### src/rtl/core/dupd_pkg.sv
// ----------------------------------------------------------------------------
// dupd_pkg
// Types, character constants and lookup functions shared by the data URL
// payload decoder.
// ----------------------------------------------------------------------------
`default_nettype none

package dupd_pkg;

    localparam logic [7:0] CH_PERCENT = 8'h25;
    localparam logic [7:0] CH_EQUALS  = 8'h3D;
    localparam logic [7:0] CH_PLUS    = 8'h2B;
    localparam logic [7:0] CH_SLASH   = 8'h2F;
    localparam logic [7:0] CH_DASH    = 8'h2D;
    localparam logic [7:0] CH_UNDER   = 8'h5F;
    localparam logic [7:0] CH_SPACE   = 8'h20;
    localparam logic [7:0] CH_TAB     = 8'h09;
    localparam logic [7:0] CH_CR      = 8'h0D;

    localparam logic [4:0] HEX_NONE    = 5'd16;
    localparam logic [6:0] SEXTET_NONE = 7'd64;
    localparam logic [5:0] SEXTET_62   = 6'd62;
    localparam logic [5:0] SEXTET_63   = 6'd63;

    // result queue
    localparam int unsigned QDEPTH  = 4;
    localparam int unsigned QPTR_W  = $clog2(QDEPTH);
    localparam int unsigned QCNT_W  = $clog2(QDEPTH + 1);
    localparam int unsigned MAX_RES = 3;

    typedef enum logic [2:0] {
        ESC_IDLE = 3'b001,
        ESC_PCT  = 3'b010,
        ESC_HEX  = 3'b100
    } t_esc;

    typedef struct packed {
        logic [7:0] out_byte;
        logic       byte_valid;
        logic       last;
        logic       error;
    } t_result;

    // results of one request, slot 0 first
    typedef struct packed {
        logic [1:0]        count;
        t_result [2:0]     slot;
    } t_push;

    function automatic logic [4:0] hex_of(input logic [7:0] c);
        logic [7:0] d_num;
        logic [7:0] d_lo;
        logic [7:0] d_up;
        logic [4:0] r;
        d_num = c - 8'd48;
        d_lo  = c - 8'd87;
        d_up  = c - 8'd55;
        case (c) inside
            [8'h30:8'h39]: r = {1'b0, d_num[3:0]};
            [8'h61:8'h66]: r = {1'b0, d_lo[3:0]};
            [8'h41:8'h46]: r = {1'b0, d_up[3:0]};
            default:       r = HEX_NONE;
        endcase
        return r;
    endfunction

    function automatic logic [6:0] sextet_of(input logic [7:0] c);
        logic [7:0] d_up;
        logic [7:0] d_lo;
        logic [7:0] d_num;
        logic [6:0] r;
        d_up  = c - 8'd65;
        d_lo  = c - 8'd71;
        d_num = c + 8'd4;
        case (c) inside
            [8'h41:8'h5A]:     r = {1'b0, d_up[5:0]};
            [8'h61:8'h7A]:     r = {1'b0, d_lo[5:0]};
            [8'h30:8'h39]:     r = {1'b0, d_num[5:0]};
            CH_PLUS, CH_DASH:  r = {1'b0, SEXTET_62};
            CH_SLASH, CH_UNDER: r = {1'b0, SEXTET_63};
            default:           r = SEXTET_NONE;
        endcase
        return r;
    endfunction

    function automatic logic is_space(input logic [7:0] c);
        return (c inside {[CH_TAB:CH_CR], CH_SPACE});
    endfunction

endpackage

`default_nettype wire

### src/rtl/core/dupd_in_if.sv
// ----------------------------------------------------------------------------
// dupd_in_if
// Request channel of the decoder: one raw payload character per request.
// ----------------------------------------------------------------------------
`default_nettype none

interface dupd_in_if;
    logic       valid;
    logic       ready;
    logic [7:0] in_byte;
    logic       end_of_payload;

    modport source (output valid, output in_byte, output end_of_payload, input ready);
    modport sink   (input valid, input in_byte, input end_of_payload, output ready);
endinterface

`default_nettype wire

### src/rtl/core/dupd_out_if.sv
// ----------------------------------------------------------------------------
// dupd_out_if
// Result channel of the decoder: one decoded byte or end marker per transfer.
// ----------------------------------------------------------------------------
`default_nettype none

interface dupd_out_if;
    logic       valid;
    logic       ready;
    logic [7:0] out_byte;
    logic       byte_valid;
    logic       last;
    logic       error;

    modport source (output valid, output out_byte, output byte_valid, output last,
                    output error, input ready);
    modport sink   (input valid, input out_byte, input byte_valid, input last,
                    input error, output ready);
endinterface

`default_nettype wire

### src/rtl/core/data_url_payload_decoder.sv
// ----------------------------------------------------------------------------
// data_url_payload_decoder
// Percent / base64 decoder for data URL payloads with a four-entry result queue.
// ----------------------------------------------------------------------------
// Takes one payload character per cycle and decodes it in the same cycle into
// zero to three results, which go into a four-entry result queue that drives
// the output channel. The input is ready whenever at most one result is
// queued, so a stream in which each character yields at most one result runs
// at one character per clock while the output channel never stalls; a
// character yielding two or three results (a malformed escape, or the flush at
// end of payload) pauses the input until the queue drains back to one entry.
// Write the mode register only between payloads while the block is idle.
`default_nettype none

module data_url_payload_decoder (
    input  wire logic   i_clk,
    input  wire logic   i_rst_n,
    dupd_in_if.sink     i_in,
    dupd_out_if.source  o_out,
    input  wire logic   i_cfg_we,
    input  wire logic   i_cfg_wdata
);

    localparam int unsigned QW = dupd_pkg::QPTR_W;
    localparam int unsigned CW = dupd_pkg::QCNT_W;

    dupd_pkg::t_push    push;
    dupd_pkg::t_result  r_queue [dupd_pkg::QDEPTH];
    logic [QW-1:0]      r_wr_ptr;
    logic [QW-1:0]      r_rd_ptr;
    logic [CW-1:0]      r_count;
    logic [CW-1:0]      n_count;
    logic               accept;
    logic               pop;
    logic [1:0]         push_n;

    assign i_in.ready = (r_count <= CW'(dupd_pkg::QDEPTH - dupd_pkg::MAX_RES));
    assign accept     = i_in.valid & i_in.ready;
    assign pop        = o_out.valid & o_out.ready;
    assign push_n     = accept ? push.count : 2'd0;

    dupd_step u_step (
        .i_clk            (i_clk),
        .i_rst_n          (i_rst_n),
        .i_accept         (accept),
        .i_in_byte        (i_in.in_byte),
        .i_end_of_payload (i_in.end_of_payload),
        .i_cfg_we         (i_cfg_we),
        .i_cfg_wdata      (i_cfg_wdata),
        .o_push           (push)
    );

    assign n_count = r_count + CW'(push_n) - CW'(pop);

    always_ff @(posedge i_clk) begin
        if (!i_rst_n) begin
            r_wr_ptr <= '0;
            r_rd_ptr <= '0;
            r_count  <= '0;
        end else begin
            r_wr_ptr <= r_wr_ptr + QW'(push_n);
            r_rd_ptr <= r_rd_ptr + QW'(pop);
            r_count  <= n_count;
        end
    end

    always_ff @(posedge i_clk) begin
        for (int k = 0; k < dupd_pkg::MAX_RES; k++) begin
            if (2'(k) < push_n) begin
                r_queue[r_wr_ptr + QW'(k)] <= push.slot[k];
            end
        end
    end

    assign o_out.valid      = (r_count != '0);
    assign o_out.out_byte   = r_queue[r_rd_ptr].out_byte;
    assign o_out.byte_valid = r_queue[r_rd_ptr].byte_valid;
    assign o_out.last       = r_queue[r_rd_ptr].last;
    assign o_out.error      = r_queue[r_rd_ptr].error;

`ifndef NO_ASSERTIONS
    // queue never overfills
    a_no_overflow: assert property (@(posedge i_clk) disable iff (!i_rst_n)
        r_count <= CW'(dupd_pkg::QDEPTH))
        else $error("result queue overflow");

    // an error is only reported on the final result of a payload
    a_error_on_last: assert property (@(posedge i_clk) disable iff (!i_rst_n)
        o_out.valid && o_out.error |-> o_out.last)
        else $error("error flag on a non-final result");

    // an end marker without data only closes a payload
    a_marker_on_last: assert property (@(posedge i_clk) disable iff (!i_rst_n)
        o_out.valid && !o_out.byte_valid |-> o_out.last)
        else $error("end marker without last");

    // an accepted request that yields results shows a result next cycle
    a_result_follows: assert property (@(posedge i_clk) disable iff (!i_rst_n)
        accept && (push.count != 2'd0) |=> o_out.valid)
        else $error("accepted result not presented");
`endif

endmodule

`default_nettype wire

### src/rtl/core/dupd_step.sv
// ----------------------------------------------------------------------------
// dupd_step
// Decoder state and the per-character decode: percent escapes or base64,
// producing up to three results for each accepted character.
// ----------------------------------------------------------------------------
`default_nettype none

module dupd_step (
    input  wire logic           i_clk,
    input  wire logic           i_rst_n,
    input  wire logic           i_accept,
    input  wire logic [7:0]     i_in_byte,
    input  wire logic           i_end_of_payload,
    input  wire logic           i_cfg_we,
    input  wire logic           i_cfg_wdata,
    output dupd_pkg::t_push     o_push
);

    logic               r_mode;
    dupd_pkg::t_esc     r_phase;
    logic [7:0]         r_held;
    logic [11:0]        r_acc;
    logic [2:0]         r_cnt;
    logic               r_pad;
    logic               r_err;

    dupd_pkg::t_esc     n_phase;
    logic [7:0]         n_held;
    logic [11:0]        n_acc;
    logic [2:0]         n_cnt;
    logic               n_pad;
    logic               n_err;

    logic [4:0]         hex_c;
    logic [6:0]         sx_c;
    logic [3:0]         cnt6;
    logic [4:0]         hex_h;
    logic [11:0]        acc_sh;
    logic [1:0]         n;
    dupd_pkg::t_result [2:0] slot;

    always_comb begin
        hex_c   = dupd_pkg::hex_of(i_in_byte);
        hex_h   = dupd_pkg::hex_of(r_held);
        sx_c    = dupd_pkg::sextet_of(i_in_byte);
        cnt6    = {1'b0, r_cnt} + 4'd6;
        acc_sh  = '0;
        n       = 2'd0;
        slot    = '0;
        n_phase = r_phase;
        n_held  = r_held;
        n_acc   = r_acc;
        n_cnt   = r_cnt;
        n_pad   = r_pad;
        n_err   = r_err;

        if (!r_mode) begin
            case (r_phase)
                dupd_pkg::ESC_PCT: begin
                    if (hex_c != dupd_pkg::HEX_NONE) begin
                        n_held  = i_in_byte;
                        n_phase = dupd_pkg::ESC_HEX;
                    end else begin
                        slot[n] = '{dupd_pkg::CH_PERCENT, 1'b1, 1'b0, 1'b0};
                        n       = n + 2'd1;
                        if (i_in_byte == dupd_pkg::CH_PERCENT) begin
                            n_phase = dupd_pkg::ESC_PCT;
                        end else begin
                            n_phase = dupd_pkg::ESC_IDLE;
                            slot[n] = '{i_in_byte, 1'b1, 1'b0, 1'b0};
                            n       = n + 2'd1;
                        end
                    end
                end
                dupd_pkg::ESC_HEX: begin
                    if (hex_c != dupd_pkg::HEX_NONE) begin
                        n_phase = dupd_pkg::ESC_IDLE;
                        slot[n] = '{{hex_h[3:0], hex_c[3:0]}, 1'b1, 1'b0, 1'b0};
                        n       = n + 2'd1;
                    end else begin
                        // malformed: percent, held digit, then the character afresh
                        slot[n] = '{dupd_pkg::CH_PERCENT, 1'b1, 1'b0, 1'b0};
                        n       = n + 2'd1;
                        slot[n] = '{r_held, 1'b1, 1'b0, 1'b0};
                        n       = n + 2'd1;
                        if (i_in_byte == dupd_pkg::CH_PERCENT) begin
                            n_phase = dupd_pkg::ESC_PCT;
                        end else begin
                            n_phase = dupd_pkg::ESC_IDLE;
                            slot[n] = '{i_in_byte, 1'b1, 1'b0, 1'b0};
                            n       = n + 2'd1;
                        end
                    end
                end
                default: begin
                    if (i_in_byte == dupd_pkg::CH_PERCENT) begin
                        n_phase = dupd_pkg::ESC_PCT;
                    end else begin
                        n_phase = dupd_pkg::ESC_IDLE;
                        slot[n] = '{i_in_byte, 1'b1, 1'b0, 1'b0};
                        n       = n + 2'd1;
                    end
                end
            endcase
        end else if (!r_err && !r_pad && !dupd_pkg::is_space(i_in_byte)) begin
            if (i_in_byte == dupd_pkg::CH_EQUALS) begin
                n_pad = 1'b1;
            end else if (sx_c == dupd_pkg::SEXTET_NONE) begin
                n_err = 1'b1;
            end else begin
                n_acc = {r_acc[5:0], sx_c[5:0]};
                if (cnt6 >= 4'd8) begin
                    n_cnt   = cnt6[2:0];
                    acc_sh  = n_acc >> n_cnt;
                    slot[n] = '{acc_sh[7:0], 1'b1, 1'b0, 1'b0};
                    n       = n + 2'd1;
                end else begin
                    n_cnt = cnt6[2:0];
                end
            end
        end

        if (i_end_of_payload) begin
            if (!r_mode) begin
                if (n_phase == dupd_pkg::ESC_PCT) begin
                    slot[n] = '{dupd_pkg::CH_PERCENT, 1'b1, 1'b0, 1'b0};
                    n       = n + 2'd1;
                end else if (n_phase == dupd_pkg::ESC_HEX) begin
                    slot[n] = '{dupd_pkg::CH_PERCENT, 1'b1, 1'b0, 1'b0};
                    n       = n + 2'd1;
                    slot[n] = '{n_held, 1'b1, 1'b0, 1'b0};
                    n       = n + 2'd1;
                end
            end
            // end-only marker when nothing else came out
            if (n == 2'd0) begin
                slot[n] = '{8'h00, 1'b0, 1'b0, 1'b0};
                n       = n + 2'd1;
            end
            slot[n - 2'd1].last  = 1'b1;
            slot[n - 2'd1].error = r_mode & n_err;
            n_phase = dupd_pkg::ESC_IDLE;
            n_held  = '0;
            n_acc   = '0;
            n_cnt   = '0;
            n_pad   = 1'b0;
            n_err   = 1'b0;
        end

        o_push.count = n;
        o_push.slot  = slot;
    end

    always_ff @(posedge i_clk) begin
        if (!i_rst_n) begin
            r_mode  <= 1'b0;
            r_phase <= dupd_pkg::ESC_IDLE;
            r_held  <= '0;
            r_acc   <= '0;
            r_cnt   <= '0;
            r_pad   <= 1'b0;
            r_err   <= 1'b0;
        end else begin
            if (i_cfg_we) begin
                r_mode <= i_cfg_wdata;
            end
            if (i_accept) begin
                r_phase <= n_phase;
                r_held  <= n_held;
                r_acc   <= n_acc;
                r_cnt   <= n_cnt;
                r_pad   <= n_pad;
                r_err   <= n_err;
            end
        end
    end

endmodule

`default_nettype wire
### src/flat_wrapper.sv
// flat-port wrapper written by rule: the top's interface ports become plain ports
module data_url_payload_decoder_flat 
  (i_clk, i_rst_n, i_cfg_we, i_cfg_wdata, i_in_valid, i_in_in_byte, i_in_end_of_payload, i_in_ready, o_out_valid, o_out_out_byte, o_out_byte_valid, o_out_last, o_out_error, o_out_ready);
  dupd_in_if i_in_i ();
  dupd_out_if o_out_i ();
  input  wire logic i_clk;
  input  wire logic i_rst_n;
  input  wire logic i_cfg_we;
  input  wire logic i_cfg_wdata;
  input wire logic [$bits(i_in_i.valid)-1:0] i_in_valid;
  input wire logic [$bits(i_in_i.in_byte)-1:0] i_in_in_byte;
  input wire logic [$bits(i_in_i.end_of_payload)-1:0] i_in_end_of_payload;
  output wire logic [$bits(i_in_i.ready)-1:0] i_in_ready;
  output wire logic [$bits(o_out_i.valid)-1:0] o_out_valid;
  output wire logic [$bits(o_out_i.out_byte)-1:0] o_out_out_byte;
  output wire logic [$bits(o_out_i.byte_valid)-1:0] o_out_byte_valid;
  output wire logic [$bits(o_out_i.last)-1:0] o_out_last;
  output wire logic [$bits(o_out_i.error)-1:0] o_out_error;
  input wire logic [$bits(o_out_i.ready)-1:0] o_out_ready;
  assign i_in_i.valid = i_in_valid;
  assign i_in_i.in_byte = i_in_in_byte;
  assign i_in_i.end_of_payload = i_in_end_of_payload;
  assign i_in_ready = i_in_i.ready;
  assign o_out_valid = o_out_i.valid;
  assign o_out_out_byte = o_out_i.out_byte;
  assign o_out_byte_valid = o_out_i.byte_valid;
  assign o_out_last = o_out_i.last;
  assign o_out_error = o_out_i.error;
  assign o_out_i.ready = o_out_ready;
  data_url_payload_decoder u_core (.i_clk(i_clk), .i_rst_n(i_rst_n), .i_in(i_in_i), .o_out(o_out_i), .i_cfg_we(i_cfg_we), .i_cfg_wdata(i_cfg_wdata));
endmodule
### config.mk
export PLATFORM = sky130hd
export DESIGN_NAME = data_url_payload_decoder_flat
export DESIGN_NICKNAME = d
export VERILOG_FILES = /design/src/rtl/core/dupd_pkg.sv /design/src/rtl/core/dupd_in_if.sv /design/src/rtl/core/dupd_out_if.sv /design/src/rtl/core/data_url_payload_decoder.sv /design/src/rtl/core/dupd_step.sv /design/src/flat_wrapper.sv
export SDC_FILE = /design/constraint.sdc
export NUM_CORES = 1
export LEC_CHECK = 0
export ABC_AREA = 1
export ABC_CLOCK_PERIOD_IN_PS = 8500
export BUFFER_PORTS_ARGS = -buffer_cell sky130_fd_sc_hd__buf_4
export CORE_ASPECT_RATIO = 2
export CORE_MARGIN = 2
export CORE_UTILIZATION = 30
export CTS_CLUSTER_DIAMETER = 30
export DETAILED_ROUTE_END_ITERATION = 8
export PLACE_DENSITY_LB_ADDON = 0.05
export SLEW_MARGIN = 20
export SYNTH_ARGS = -nofsm -noshare
export SYNTH_HDL_FRONTEND = slang
export SYNTH_SLANG_ARGS = --single-unit
### constraint.sdc
create_clock -name i_clk -period 8.5 [get_ports i_clk]
set_input_delay 1.275 -clock i_clk [delete_from_list [all_inputs] [get_ports i_clk]]
set_output_delay 1.275 -clock i_clk [all_outputs]
set_load 0.03 [all_outputs]
==> metrics.md, run 1 <==
| Metric | Value |
|---|---|
| PostCTS Resize Cnt | `0` |
| Clk Latency, worst-skew pair | `0.35 ns` |
| Final WL | `around 27,000 um` |
| Fin. Hold Viols | `0` |
| Total negative setup slack | `0 ns` |
| Clock root cell | `clkbuf_16` |
| Slew Limit Fails | `0` |
| Crit path capture | `u_core.r_queue[2][8]$_DFFE_PP_` |
| Flops & latches, synth | `between 70 and 80` |
| Static leakage | `between 3 and 4 nW` |
| Worst reg2reg path depth | `16` |
| Most frequent cells in the layout | `nand2_1, nand3_1, nor2_1` |
| Clk sink count | `73` |
| Number of global-route vias before repair | `between 6k and 7k` |
| Post-Syn Area | `roughly 6400 sq um` |
| H-Tree Depth | `3` |
| Antenna Nets Post-Route | `0` |
| Clock Skew | `slightly above 0.01 ns` |
| FF-to-FF End | `u_core.r_queue[2][8]$_DFFE_PP_` |
| Max-slew headroom | `28.98%` |
| Mean post-synth cell area | `around 6.4 sq um` |
| Critical path type | `primary input to register` |
| Die height | `approximately 210 um` |
| Vias | `roughly 6.6k` |
| Reg-to-Reg Start | `u_core.u_step.r_mode$_SDFFE_PN0P_` |
| Setup Viol. Count Final | `0` |
| Proportion of layout cells with a drive suffix above 1 | `roughly a tenth` |
| Area of the multi-input gates | `between 3000 and 4000 sq um` |
| Arrival time at the worst endpoint | `around 5.3 ns` |
| Warnings from Yosys | `0` |
| Status | `complete, no violations` |
| Layout net count | `between 1k and 1.5k` |
| Register area | `1902 sq um` |
| Max-Cap Viols | `0` |
| Main flop type after synthesis | `edfxtp_1` |
| CTS Buf Count | `9` |
| Setup slack, reg-to-reg | `roughly 3.8 ns` |
| Max Root-Sink Buffers | `2` |
| RSZ-0062 raised after global routing | `no` |
| Ports | `28` |
| # diodes | `0` |
| Worst path most repeated cell | `nand2_1` |
| Tot GR Track Use | `approximately a quarter` |
| Max incr delay on CP | `roughly 0.73 ns` |
| Post-CTS Setup Inserts | `0` |
| Row count | `75` |
| Worst-path clk slew | `approximately 0.06 ns` |
| Core area | `approximately 21,000 sq um` |
| Required @ worst endpoint | `8.48 ns` |
| Power density cells | `185.4 nW/um^2` |
| HP Class | `register to register` |
| Drt wl/cell | `between 20 and 25 um` |
| Design Area, Final | `just over 7000 sq um` |
| Worst-path maximum fanout | `12` |
| Post-synth net total | `about 1.0k` |
| Cell variety after synth | `between 40 and 50` |
| Fin crit share | `between 60 and 70%` |
| Slowest stage cell, crit path | `nand3_1` |
| Final GP Congestion | `~0.94` |
| Crit. End Element | `register` |
| Initial core utilization | `~31%` |
| CP Cell Sequence | `buf_4, clkinv_1, ha_1, nand2_1, nand2_1, nand2_2, nand3_2, nor2_2, nand2_2, nand2_2, nor2_4, inv_2, nand2_1, ha_1, nand3_1, nand2_1, inv_2, nand3_2, nand2_4, nand3_1, nand3_1` |
| Number of synthesized flops with an enable pin | `44` |
| Post-route DRC | `0` |
| Largest net degree at the start of global routing | `34` |
| CP Launch Type | `primary input` |
| FFs w/ async S/R, synth | `0%` |
| DIE AREA | `between 20,000 and 25,000 sq um` |
| GRT overflow | `0` |
| Final HPWL DP | `approximately 22,000 um` |
| CTS tree | `done` |
| Worst IR Drop VDD | `0.1279 mV` |
| Initial DRC Count | `292` |
| Die W | `between 100 and 150 um` |
| Sequential-to-total area share from yosys stat | `between 20% and 30%` |
| Global-route wire length before repair | `40,960 um` |
| F_max | `about 190 MHz` |
| Post-Synthesis Cells | `approximately 1,000` |
| Measured slew at the worst slew-check pin | `between 1 and 1.5 ns` |
| Pre-antenna DRT Iters | `5` |
| Cts hold-fix bufs | `0` |
| IO buf count | `27` |
| Area grow syn2layout | `10.47%` |
| DR vias/cell | `around 5.2` |
| Commonest non-fill, non-tap cell in the layout | `nand2_1` |
| Fillers | `2,355` |
| Tmin final | `~5.3 ns` |
| Initial antenna violation count | `0` |
| Crit path from | `i_in_in_byte[2]` |
| Placed inst area | `just under 7000 sq um` |
-- state kept, by name, summed over array words and instances, names as in the netlist --
register,count
u_core.r_count,3
u_core.r_queue,44
u_core.r_rd_ptr,2
u_core.r_wr_ptr,2
u_core.u_step.r_acc,6
u_core.u_step.r_cnt,2
u_core.u_step.r_err,1
u_core.u_step.r_held,8
u_core.u_step.r_mode,1
u_core.u_step.r_pad,1
u_core.u_step.r_phase,3
-- power breakdown --
| part | leakage, nW | internal, mW | switching, mW | total, mW |
|---|---|---|---|---|
| Combinational | 2.38 | 0.142 | 0.339 | 0.481 |
| Sequential | 0.641 | 0.418 | 0.0318 | 0.450 |
| Clock | 0.132 | 0.227 | 0.152 | 0.379 |
-- cells by family after synthesis --
group	count (synthesis)	synth area share (%)
and+or+nand+nor	594	41.28
AOI/OAI and AO/OA	156	13.60
DFF	73	29.75
buffers and inverters	138	9.004
muxes	2	0.3132
xor gates and xnor gates	9	1.233
adders and majority gates	24	4.815
-- final cells by class --
class | count | area share [%]
inverter | 100 | 5.351
timing repair buffer | 32 | 3.402
sequential | 73 | 26.93
clock buffer | 11 | 3.296
tap | 269 | 4.766
multi-input combinational | 785 | 55.44
clock inverter | 5 | 0.8150
-- cell usage after synthesis, types with 6 or more instances --
cell type / count / share of area [%]
a21oi_1: 35 / 2.7
buf_2: 8 / 0.63
clkbuf_1: 19 / 1.1
dfxtp_1: 29 / 9.1
edfxtp_1: 44 / 21
ha_1: 23 / 4.5
inv_1: 81 / 4.8
inv_2: 15 / 0.88
nand2_1: 284 / 17
nand2_2: 9 / 0.88
nand3_1: 143 / 11
nand4_1: 13 / 1.3
nor2_1: 109 / 6.4
o211ai_1: 6 / 0.70
o21ai_0: 73 / 5.7
o22ai_1: 21 / 2.1
xor2_1: 7 / 0.96
-- critical path: cells and delay by family --
kind                     cells  cell delay, ns
AND/OR/NAND/NOR             15            2.65
buffers and inverters        4            0.63
adder cells (fa/ha/maj)      2            0.70
-- stage by stage --
step	total power, mW	util [%]	cells	hold WS [ns]	setup slack, ns
after floorplan	0.7580	-	996	0.4408	3.871
after CTS	1.326	33.75	1275	0.4673	3.149
final	1.310	33.75	1275	0.4613	3.203
after detailed placement	0.9445	32.36	1259	0.4588	2.805
after global placement	0.9459	32.36	1259	0.4539	2.938
after global routing	1.383	33.75	1275	0.5059	2.777
-- per-layer routing --
| layer | wire length [um] | track usage (%) | vias up | share of wire [%] |
|---|---|---|---|---|
| li1 | - | - | 3334 | - |
| met2 | 15730 | 50.15 | 172 | 58 |
| met1 | 8386 | 20.91 | 3032 | 31 |
| met4 | 2312 | 19.79 | 0 | 8.5 |
| met5 | 0 | 0 | - | 0 |
| met3 | 650 | 2.566 | 93 | 2.4 |
-- worst min path at each step --
stage	end	slack (ns)	from	depth (start not counted)
floorplan	u_core.u_step.r_acc[5]$_SDFFE_PN0P_	0.44	u_core.u_step.r_acc[5]$_SDFFE_PN0P_	2
detailed placement	u_core.u_step.r_acc[5]$_SDFFE_PN0P_	0.46	u_core.u_step.r_acc[5]$_SDFFE_PN0P_	2
CTS	u_core.u_step.r_acc[5]$_SDFFE_PN0P_	0.47	u_core.u_step.r_acc[5]$_SDFFE_PN0P_	2
finish	u_core.u_step.r_acc[5]$_SDFFE_PN0P_	0.46	u_core.u_step.r_acc[5]$_SDFFE_PN0P_	2
global route	u_core.u_step.r_acc[5]$_SDFFE_PN0P_	0.51	u_core.u_step.r_acc[5]$_SDFFE_PN0P_	2
global placement	u_core.u_step.r_pad$_SDFFE_PN0P_	0.45	u_core.u_step.r_pad$_SDFFE_PN0P_	1
No activity file was read; power rests on OpenSTA's default activity.
==> run 2: changes to the inputs <==
ABC_CLOCK_PERIOD_IN_PS = 4300   (was 8500)
clock period = 4.3 ns   (was 8.5 ns; I/O delays follow)
==> metrics.md, run 2 (synthesis gave the netlist of run 1 again) <==
| Metric | Value |
|---|---|
| Setup Viol. Count Final | `0` |
| Tot GR Track Use | `around a quarter` |
| Max-slew headroom | `about half` |
| Fin crit share | `between 90% and 100%` |
| Static leakage | `approximately 3.3 nW` |
| Slew Limit Fails | `0` |
| Power density cells | `about 360 nW/um^2` |
| Die height | `roughly 210 um` |
| GRT overflow | `0` |
| Cts hold-fix bufs | `0` |
| Row count | `between 70 and 80` |
| CP Launch Type | `primary input` |
| Final GP Congestion | `roughly 0.90` |
| Design Area, Final | `approximately 7400 sq um` |
| Most frequent cells in the layout | `nand2_1, nand3_1, nor2_1` |
| F_max | `~250 MHz` |
| Worst-path clk slew | `about 0.06 ns` |
| Tmin final | `3.923 ns` |
| Core area | `roughly 21,000 sq um` |
| Initial antenna violation count | `0` |
| Pre-CTS WS | `0.03263 ns` |
| Pre-antenna DRT Iters | `5` |
| Clock root cell | `clkbuf_16` |
| Antenna Nets Post-Route | `0` |
| Worst IR Drop VDD | `approximately 0.18 mV` |
| Clock Skew | `between 0.009 and 0.01 ns` |
| CTS tree | `done` |
| Initial core utilization | `between 30% and 40%` |
| Number of global-route vias before repair | `6,922` |
| Measured slew at the worst slew-check pin | `around 0.76 ns` |
| PostCTS Resize Cnt | `0` |
| Worst-path maximum fanout | `9` |
| Final HPWL DP | `around 21,000 um` |
| Area grow syn2layout | `15.15%` |
| Worst path most repeated cell | `nand2_1` |
| Status | `complete, no violations` |
| Crit. End Element | `register` |
| Largest net degree at the start of global routing | `34` |
| Final Power | `2.619 mW` |
| Ports | `28` |
| Final core utilization | `35.17%` |
| Reg-to-Reg Start | `u_core.u_step.r_phase[1]$_SDFFE_PN0P_` |
| Fin. Hold Viols | `0` |
| Slowest stage cell, crit path | `fa_1` |
| H-Tree Depth | `3` |
| Global-route wire length before repair | `just under 40,000 um` |
| Vias | `approximately 6.8k` |
| Die W | `107.2 um` |
| Placed inst area | `approximately 7000 sq um` |
| Drt wl/cell | `between 15 and 20 um` |
| Hold WS | `0.4624 ns` |
| Number of flip-flops in the largest register | `44` |
| HP Class | `register to register` |
| Commonest non-fill, non-tap cell in the layout | `nand2_1` |
| DR vias/cell | `roughly 5.2` |
| CTS Buf Count | `9` |
| Clk sink count | `between 70 and 80` |
| Clk Latency, worst-skew pair | `between 0.3 and 0.4 ns` |
| Largest registers | `u_core.r_queue x44, u_core.u_step.r_held x8, u_core.u_step.r_acc x6` |
| Post-Layout Cell Count | `between 1k and 1.5k` |
| Proportion of layout cells with a drive suffix above 1 | `a little over an eighth` |
| Max Root-Sink Buffers | `2` |
| Critical path type | `primary input to register` |
| Required @ worst endpoint | `roughly 4.5 ns` |
| Register area | `between 1500 and 2000 sq um` |
| Max-Cap Viols | `0` |
| Placed cells | `between 1k and 1.5k` |
| Hold Crit Start | `u_core.u_step.r_cnt[2]$_SDFFE_PN0P_` |
| Initial DRC Count | `just under 400` |
| Post-route DRC | `0` |
| Final WL | `approximately 26,000 um` |
| # diodes | `0` |
| Post-CTS Setup Inserts | `0` |
| Fillers | `2,364` |
| Arrival time at the worst endpoint | `between 4 and 5 ns` |
| Area of the multi-input gates | `approximately 4000 sq um` |
| IO buf count | `27` |
| RSZ-0062 raised after global routing | `no` |
| DIE AREA | `between 20,000 and 25,000 sq um` |
| PnR worst setup slack | `0.3765 ns` |
| Register with the most flip-flops | `u_core.r_queue` |
| Layout net count | `between 1k and 1.5k` |
| Max incr delay on CP | `between 0.4 and 0.5 ns` |
| Crit path from | `i_in_in_byte[2]` |
| Total negative setup slack | `0 ns` |
[run 2: cell count changes in the layout (fill, tap and decap cells not counted), sizes merged]
cell,delta
clkinvlp,-1
clkinv,+2
buf,+36
inv,+1
clkbuf,-2
[run 2: critical path: cells and delay by family]
family / cells / cell delay (ns)
buf+inv: 6 / 0.59
fa+ha+maj: 4 / 1.26
compound gates: 2 / 0.22
simple gates: 16 / 1.43
[run 2: final timing paths]
kind	end	slack [ns]	cells past startpoint
max	u_core.r_count[2]$_SDFF_PN0_	0.38	28
min	u_core.u_step.r_cnt[2]$_SDFFE_PN0P_	0.46	2
max reg2reg	u_core.r_count[2]$_SDFF_PN0_	0.68	19
min reg2reg	u_core.u_step.r_cnt[2]$_SDFFE_PN0P_	0.46	2
[run 2: where the power goes]
| group | internal (mW) | switching (mW) | total (mW) |
|---|---|---|---|
| clock | 0.447 | 0.301 | 0.748 |
| combinational | 0.317 | 0.695 | 1.01 |
| sequential | 0.825 | 0.0344 | 0.859 |
| total | 1.59 | 1.03 | 2.62 |
[run 2: cell type report]
class	instances	share of cell area, %
inverter	100	5.133
timing repair buffer	68	7.275
clock buffer	9	3.060
sequential	73	25.84
tap	269	4.572
clock inverter	7	0.9349
multi-input combinational	785	53.19
[run 2: metal layers]
metal / global-route usage [%] / up-vias / part of all wire (%)
met4: 18.58 / 0 / 8.2
met5: 0 / - / 0
met3: 3.030 / 100 / 2.6
met2: 47.51 / 197 / 57
li1: - / 3410 / -
met1: 19.93 / 3093 / 32
